### src/hdl/assert_macros.svh
// Assertion helpers shared by the RTL that checks itself.
`ifndef ASSERT_MACROS_SVH
`define ASSERT_MACROS_SVH

// Same-cycle implication, disabled while reset is asserted.
`define ICU_ASSERT_NOW(label, clk, rst_n, ante, cons) \
  label: assert property (@(posedge clk) disable iff (!rst_n) (ante) |-> (cons)) \
    else $error("icu assertion failed");

// Next-cycle implication, disabled while reset is asserted.
`define ICU_ASSERT_NEXT(label, clk, rst_n, ante, cons) \
  label: assert property (@(posedge clk) disable iff (!rst_n) (ante) |=> (cons)) \
    else $error("icu assertion failed");

`endif

### src/hdl/icu_ram.sv
// ----------------------------------------------------------------------------
// icu_ram
// Single-port synchronous RAM with registered read data.
// ----------------------------------------------------------------------------
`timescale 1ns / 1ps
`default_nettype none

module icu_ram #(
  parameter int WIDTH = 8,
  parameter int DEPTH = 512
) (
  input  wire logic                     clk,
  input  wire logic                     en,
  input  wire logic                     we,
  input  wire logic [$clog2(DEPTH)-1:0] addr,
  input  wire logic [WIDTH-1:0]         wdata,
  output logic      [WIDTH-1:0]         rdata
);

  logic [WIDTH-1:0] mem [DEPTH];

  always_ff @(posedge clk) begin
    if (en) begin
      if (we) begin
        mem[addr] <= wdata;
      end else begin
        rdata <= mem[addr];
      end
    end
  end

endmodule

`default_nettype wire

### config.mk
export PLATFORM = sky130hd
export DESIGN_NAME = icu_ram
export DESIGN_NICKNAME = d
export VERILOG_FILES = /design/src/hdl/assert_macros.svh /design/src/hdl/icu_ram.sv
export SDC_FILE = /design/constraint.sdc
export NUM_CORES = 2
export LEC_CHECK = 0
export ABC_CLOCK_PERIOD_IN_PS = 3850
export BUFFER_PORTS_ARGS = -buffer_cell sky130_fd_sc_hd__buf_4
export CAP_MARGIN = 20
export CORE_MARGIN = 1.5
export CORE_UTILIZATION = 40
export CTS_CLUSTER_DIAMETER = 100
export CTS_CLUSTER_SIZE = 20
export DETAILED_ROUTE_END_ITERATION = 8
export SLEW_MARGIN = 20
export SYNTH_ARGS = -nofsm -noshare
export SYNTH_HDL_FRONTEND = slang
export SYNTH_SLANG_ARGS = --single-unit
### constraint.sdc
create_clock -name clk -period 3.85 [get_ports clk]
set_input_delay 0.5775 -clock clk [delete_from_list [all_inputs] [get_ports clk]]
set_output_delay 0.5775 -clock clk [all_outputs]
set_load 0.005 [all_outputs]
==> results.cfg <==
[sta]
hold_viol = 0
rsz0062_at_grt = false
fin_ws_ps = -64.0
skew_ps = 55.2
fmax_ghz = 0.255
slew_headroom_pct = 21.1
report.final.setup_viol = 1
tightest_slew_ps = 1170
post-route-period-util_pct = 102
min_period_ps = 3910
slew_viol_final = 0
timing.setup.tns_ps = -64.0

[drt]
antenna_left = 0
drt_wl_total_mm = 447
dr.pass1.iters = 6
post_drt_wl_per_cell_um = 32.1
vias_per_cell = 5.89
num_vias = 82100
drtIter0Drc = 10900
drc_errors = 0

[die]
io_pins = 28
coreArea_mm2 = 0.396
die_area_mm2 = 0.402
start_util_pct = 40.2
rows = 231
die_y_um = 634
die_w_um = 634

[cts]
insertion_delay_ps = 960
root_buffer = clkbuf_16
clockBufferDepth = 4
postCtsHoldBufs = 0
cts_tree = built
htree_levels = 4
cts.sinks = 4104
numCtsBuffers = 228
cts_resized = 0
cts_setup_buffers = 0
path_clk_slew_ps = 90

[critical_path]
reg2reg_depth = 10
r2r-start = mem[399][0]
critPathLaunchType = input port
cpMaxStageDelayCell = nor4_1
crit_buf_inv = 7
crit_fanout = 32
slowest_delay_ps = 910
reg2reg_to = rdata[0]
reg2reg_slack_ps = 180
cp-end-kind = flop
worstPathCellList = buf_12, buf_12, nand4bb_1, buf_12, buf_4, o22ai_1, nor4_1, buf_4, nand2_1, o31ai_1, buf_4, nand3_1, buf_4, or4_1
critical-path-top-delay-family = simple AND/OR/NAND/NOR gates
crit_cells = 14
criticalPathCategory = in2reg
critPathMostFrequentCell = buf_4
worstPathArrival_ps = 4600
cp.required_ps = 4540

[hold_path]
min-delay-start = wdata[6]
whs_endpoint = mem[368][6]
min_path_type = in2reg
min_path_cells = 1

[synthesis]
synth-seq-cells = 4104
synth-seq-area-share_pct = 77.4
async_flop_share_pct = 0
synth_nets = 7559
mappedNetlistArea_mm2 = 0.159
yosys.area.top_type_share_pct = 77.4
synthTopCellsByArea = edfxtp_1 77%, mux4_2 13%, mux2i_1 2.9%
ys_warn_count = 0
yosys.area_share.simple_pct = 2.71
synth_xor_xnor_area_share_pct = 0
synth_largest_area_cell = edfxtp_1
synth_compound_area_share_pct = 2.40
synth_most_common_cell = edfxtp_1
syn_inst = 7539
synth_top_family_by_area = multiplexers
ys_types = 69
synth_edf_count = 4104
synth.mux.area_fraction_pct = 15.9
postSynthAreaPerCell_um2 = 21.1
synthTopCellsByCount = 4104 x edfxtp_1, 896 x mux4_2, 573 x nor2_1, 468 x mux2i_1, 178 x buf_2
synth_top_flop_cell = edfxtp_1
synth_fa_ha_area_share_pct = 0

[run_status]
violations = negative setup slack
status = finished with violations

[final_layout]
drive_above_1_share_pct = 29.9
area_delta_synth_final_pct = 14.3
utilization_pct = 45.9
final_area_mm2 = 0.182
final_nets = 8705

[global_route]
overflow = 0
grt_max_degree = 140
grt_first_pass_wirelength_mm = 627
antenna_found_initial = 22
grt_usage_pct = 22.0
grt_pass1_vias = 81800

[placement]
pre_cts_ws_ps = -1000
post-dp-hpwl_mm = 301
io_buffers = 27
globalplace.congestion = 0.933
postPlaceCellArea_mm2 = 0.176

[power_and_ir_drop]
vdd_drop_max_mv = 0.390
power_density_mw_per_mm2 = 431
power_leakage_nw = 58.4
totalPowerFinal_mw = 78.5

[job]
cap_violations = 0
==> logic make-up (layout without fill, tap and decap cells) <==
| group | count (synthesis) | after routing |
|---|---|---|
| AOI/OAI and AO/OA | 576 | 576 |
| buffers and inverters | 474 | 1633 |
| DFF | 4104 | 4104 |
| muxes | 1406 | 1406 |
| other | 0 | 9 |
| and+or+nand+nor | 979 | 979 |
==> area by class of cell <==
type	count	area, µm²
multi-input combinational	2961	33800
sequential	4104	123000
clock buffer	231	5780
clock inverter	12	159
timing repair buffer	1371	12300
antenna	9	22.5
fill	32800	214000
inverter	19	86.3
tap	5242	6560
==> where the power goes <==
part	internal [mW]	switching, mW	total, mW	leakage (nW)
Sequential	49.1	0.0288	49.1	36.9
Combinational	1.88	2.99	4.87	18.6
Clock	10.7	13.8	24.5	2.92
Total	61.7	16.8	78.5	58.4
==> registers in the layout, indices dropped and copies added, names as in the netlist <==
name and cells:
mem 4096, rdata 8
==> metrics by stage <==
stage / std cells / hold slack (ps)
after floorplan: 7539 / 676
after global routing: 13900 / 66.8
after global placement: 13700 / 1070
after CTS: 13900 / 48.9
final: 13900 / 99.2
after detailed placement: 13700 / 1070
==> worst max-delay path by stage <==
| stage | startpoint | to | slack, ps |
|---|---|---|---|
| floorplan | addr[0] | mem[462][0] | 540 |
| global placement | addr[0] | rdata[0] | -960 |
| detailed placement | addr[0] | rdata[0] | -1000 |
| CTS | addr[0] | rdata[0] | 4 |
| global route | addr[0] | rdata[0] | 8 |
| finish | addr[0] | rdata[0] | -60 |
==> layer usage <==
layer	wire length, µm	track usage [%]	up-vias
met4	15200	6.50	8
met5	50	0	-
met3	39900	3.98	606
li1	-	-	33400
met1	176000	30.2	44100
met2	216000	35.8	3974
==> layout by cell type (no fill, tap or decap), types with 9 or more instances in the layout <==
cell,instances
mux4_2,896
nand2_4,16
nand4_1,58
buf_4,1205
inv_1,16
buf_8,9
nand2b_1,9
diode_2,9
a31oi_1,11
o21ai_0,90
a211oi_1,22
nand3_1,68
nor4_1,21
and3_1,15
clkbuf_16,231
o211ai_1,20
mux2i_1,468
a21oi_1,74
o31ai_1,9
edfxtp_1,4104
a22o_1,18
buf_12,156
a32oi_1,13
nor3_1,13
mux2_2,38
nand2_1,132
o22ai_1,174
nor2_1,567
a22oi_1,88
Note: power is estimated with default switching activity, not from simulation.
