$ cat src/hdl/assert_macros.svh
// Assertion helpers shared by the RTL that checks itself.
`ifndef ASSERT_MACROS_SVH
`define ASSERT_MACROS_SVH

// Same-cycle implication, disabled while reset is asserted.
`define ICU_ASSERT_NOW(label, clk, rst_n, ante, cons) \
  label: assert property (@(posedge clk) disable iff (!rst_n) (ante) |-> (cons)) \
    else $error("icu assertion failed");

// Next-cycle implication, disabled while reset is asserted.
`define ICU_ASSERT_NEXT(label, clk, rst_n, ante, cons) \
  label: assert property (@(posedge clk) disable iff (!rst_n) (ante) |=> (cons)) \
    else $error("icu assertion failed");

`endif

$ cat src/hdl/icu_pkg.sv
// ----------------------------------------------------------------------------
// icu_pkg
// Types and codes shared by the instruction cache unit.
// ----------------------------------------------------------------------------
`timescale 1ns / 1ps
`default_nettype none

package icu_pkg;

  localparam int BUS_W = 24;

  // operation codes
  localparam logic [2:0] OP_FETCH  = 3'd0;
  localparam logic [2:0] OP_FILL   = 3'd1;
  localparam logic [2:0] OP_CWRITE = 3'd2;
  localparam logic [2:0] OP_CREAD  = 3'd3;
  localparam logic [2:0] OP_FLUSH  = 3'd4;

  // result kinds
  localparam logic [1:0] KIND_BYTE     = 2'd0;
  localparam logic [1:0] KIND_FILL_REQ = 2'd1;
  localparam logic [1:0] KIND_UNCACHED = 2'd2;

  // request targets
  localparam logic [1:0] TGT_ROM  = 2'd0;
  localparam logic [1:0] TGT_RAM  = 2'd1;
  localparam logic [1:0] TGT_OPEN = 2'd2;

  // configuration register indexes
  localparam logic [1:0] CFG_CACHE_BASE = 2'd0;
  localparam logic [1:0] CFG_ROM_MASK   = 2'd1;
  localparam logic [1:0] CFG_RAM_MASK   = 2'd2;

  // bus decode constants
  localparam logic [BUS_W-1:0] ROM_LO_SEL   = 24'hc00000;
  localparam logic [BUS_W-1:0] ROM_LO_BANK  = 24'h3f0000;
  localparam logic [BUS_W-1:0] ROM_LO_OFS   = 24'h007fff;
  localparam logic [BUS_W-1:0] ROM_HI_SEL   = 24'he00000;
  localparam logic [BUS_W-1:0] ROM_HI_MATCH = 24'h400000;
  localparam logic [BUS_W-1:0] RAM_SEL      = 24'hfe0000;
  localparam logic [BUS_W-1:0] RAM_MATCH    = 24'h700000;

  typedef struct packed {
    logic [1:0]       target;
    logic [BUS_W-1:0] phys;
  } dec_t;

endpackage

`default_nettype wire

$ cat src/hdl/icu_decode.sv
// ----------------------------------------------------------------------------
// icu_decode
// Maps a 24-bit bus address to ROM, RAM or open bus and applies the masks.
// ----------------------------------------------------------------------------
`timescale 1ns / 1ps
`default_nettype none

module icu_decode import icu_pkg::*; (
  input  wire logic [BUS_W-1:0] bus_addr,
  input  wire logic [BUS_W-1:0] rom_mask,
  input  wire logic [BUS_W-1:0] ram_mask,
  output dec_t                  dec
);

  always_comb begin
    if ((bus_addr & ROM_LO_SEL) == '0) begin
      // low ROM banks: 32K pages folded together
      dec.target = TGT_ROM;
      dec.phys   = (((bus_addr & ROM_LO_BANK) >> 1) | (bus_addr & ROM_LO_OFS)) & rom_mask;
    end else if ((bus_addr & ROM_HI_SEL) == ROM_HI_MATCH) begin
      dec.target = TGT_ROM;
      dec.phys   = bus_addr & rom_mask;
    end else if ((bus_addr & RAM_SEL) == RAM_MATCH) begin
      dec.target = TGT_RAM;
      dec.phys   = bus_addr & ram_mask;
    end else begin
      dec.target = TGT_OPEN;
      dec.phys   = '0;
    end
  end

endmodule

`default_nettype wire

$ cat config.mk
export PLATFORM = sky130hd
export DESIGN_NAME = icu_decode
export DESIGN_NICKNAME = d
export VERILOG_FILES = /design/src/hdl/assert_macros.svh /design/src/hdl/icu_pkg.sv /design/src/hdl/icu_decode.sv
export SDC_FILE = /design/constraint.sdc
export NUM_CORES = 1
export LEC_CHECK = 0
export BUFFER_PORTS_ARGS = -buffer_cell sky130_fd_sc_hd__buf_2
export CORE_MARGIN = 2
export CORE_UTILIZATION = 32
export DETAILED_ROUTE_END_ITERATION = 10
export PLACE_DENSITY_LB_ADDON = 0.12
export SYNTH_ARGS = -nofsm -noshare
export SYNTH_HDL_FRONTEND = slang
export SYNTH_SLANG_ARGS = --single-unit
$ cat constraint.sdc
create_clock -name vclk -period 3.7
set_input_delay 0.74 -clock vclk [all_inputs]
set_output_delay 0.74 -clock vclk [all_outputs]
set_load 0.03 [all_outputs]
==> reports/metrics.cfg <==
[die]
die_h_microns=47.59
io_pins=98
core_sq_um=1764
die_area_sq_um=2265
initial_core_util_pct=34.47
die_w_microns=47.59
rows=15

[global_route]
grt_use_met2_pct=35.14
use_met1_pct=18.22
grtUsageMet3_pct=1.887
grt_pass1_wl_mm=2.953
grt_pass1_vias=745
busiest_layer=met2
antenna_found_initial=0
grt.overflow.total=0
grt_max_degree=18
track_usage_pct=16.87

[synthesis]
synthCells=96
syn_nets=168
synth-seq-area-share_pct=0
netlist_area_sq_um=608.1
synth.avg_cell_area_sq_um=6.334
ys_warn_count=0
ys_types=25

[min_path]
hold_path_class=in2out

[power]
p_leak_nw=0.5779
irDropWorstVdd_v=0.00005847
powerDensity_nw_per_um2=105.8

[sta]
timing.fmax_ghz=0.3640
finalCritPeriodShare_pct=74.26
finalHoldViolCount=0
maxSlewViolCount=0
fin_tns_setup_ns=0
worst_slew_pin_slew_ns=0.6806
setup_violations=0
rsz0062_at_grt=false
layout_min_cycle_time_ns=2.747
timing.slew.headroom_pct=54.63

[worst_setup_path]
crit_fanout=17
required_ns=2.96
end_kind=output port
cp.arrival_ns=2.01
startpoint_type=primary input
critPathSlowestCell=and4bb_4
worstSetupPathType=in2out
path_cells=buf_2 -> and4bb_4 -> nand3_4 -> inv_1 -> a21o_1 -> buf_2
cp_common_cell=buf_2
crit_buf_inv=3
cp_top_family=buffers and inverters
slowest_delay_ns=0.33

[placed_design]
dpl_cell_area_sq_um=1052
place_congestion=0.7324
dp_hpwl_mm=1.977
io_buffers=93

[route]
drt_iter0_drc=20
vias_per_cell=5.140
final_antenna_net_count=0
firstDrtPassIters=4
vias=1064
post-route-drc-count=0
drt_wl_total_mm=2.352
wl_per_cell_microns=11.36

[cells_and_area]
n_fill_cell=187
clock_buffers=0
drive_above_1_share_pct=59.89
regArea_sq_um=0
final_util_pct=59.65
num_antenna_cells=0
stdcell_area_sq_um=1052
nets=256
n_sequential_cell=0
area_delta_synth_final_pct=73.05

[clocking]
cts_setup_buffers=0
postCtsResizedCells=0
ctsHoldBuffers=0

[job]
cap_violations=0

[status]
status=finished clean

[per-stage QoR]
step / worst slack, ns / power, mW / cells / hold slack, ns
2_1_floorplan: 1.004 / 0.06129 / 96 / 1.651
3_3_place_gp: 0.9400 / 0.1088 / 207 / 1.829
3_5_place_dp: 0.9452 / 0.1112 / 207 / 1.832
4_1_cts: 0.9437 / 0.1115 / 207 / 1.832
5_1_grt: 0.8496 / 0.1205 / 207 / 1.847
6_report: 0.9525 / 0.1113 / 207 / 1.827
[path summary, 6_finish.rpt]
kind	start	to	depth (start not counted)
worst min-delay path	ram_mask[22]	dec[22]	3
worst max-delay path	bus_addr[21]	dec[22]	6
[logic make-up (layout without fill, tap and decap cells)]
logic type	after synthesis	after routing	share of synthesized area (%)
other cells	1	1	0.6167
simple gates	54	54	49.59
compound gates	32	32	38.89
buf+inv	8	94	9.257
mux	1	1	1.646
[report_power, final]
group	total (mW)	switching, mW	internal, mW
registers	0	0	0
logic	0.111	0.0641	0.0472
clock network	0	0	0
total	0.111	0.0641	0.0472
[worst min-delay path: stages]
cell    delay (ns)
buf_2         0.07
a21o_1        0.09
buf_2         0.18
[cell type report]
type,count,area (sq um),share of cell area [%]
Timing Repair Buffer,93,465.4,44.23
Tap cell,25,31.28,2.973
Multi-Input combinational cell,88,551.8,52.44
Inverter,1,3.754,0.3567
[synth_stat cells (all sizes together) (2+ instances only)]
cell,number,area (sq um)
nor4bb,2,20.02
o21ai,15,108.9
nor3b,2,20.02
a31oi,5,31.28
nand4,5,31.28
a22oi,5,37.54
nor2,5,23.77
buf,7,52.54
o311ai,4,35.03
nand2,16,60.06
nand3,21,117.6
a21o,2,15.01
[routing by layer]
metal  wire length (microns)  share of wire, %  vias up
li1                        -                 -      545
met1                     900                38      461
met2                    1179                50       58
met3                     272                12        0
met4                       0                 0        0
met5                       0                 0        -
[placed cells by master (no fill, tap or decap), drive strengths merged]
cell type,n
inv,1
and4bb,1
nand4,5
mux2i,1
nand2,16
a31oi,5
nor4bb,2
or2,1
nor2,5
a21oi,1
nor3b,2
conb,1
a22oi,5
o21ai,15
buf,93
o311ai,4
nand3,21
nor2b,1
a21o,2
No activity file was read; power rests on OpenSTA's default activity.
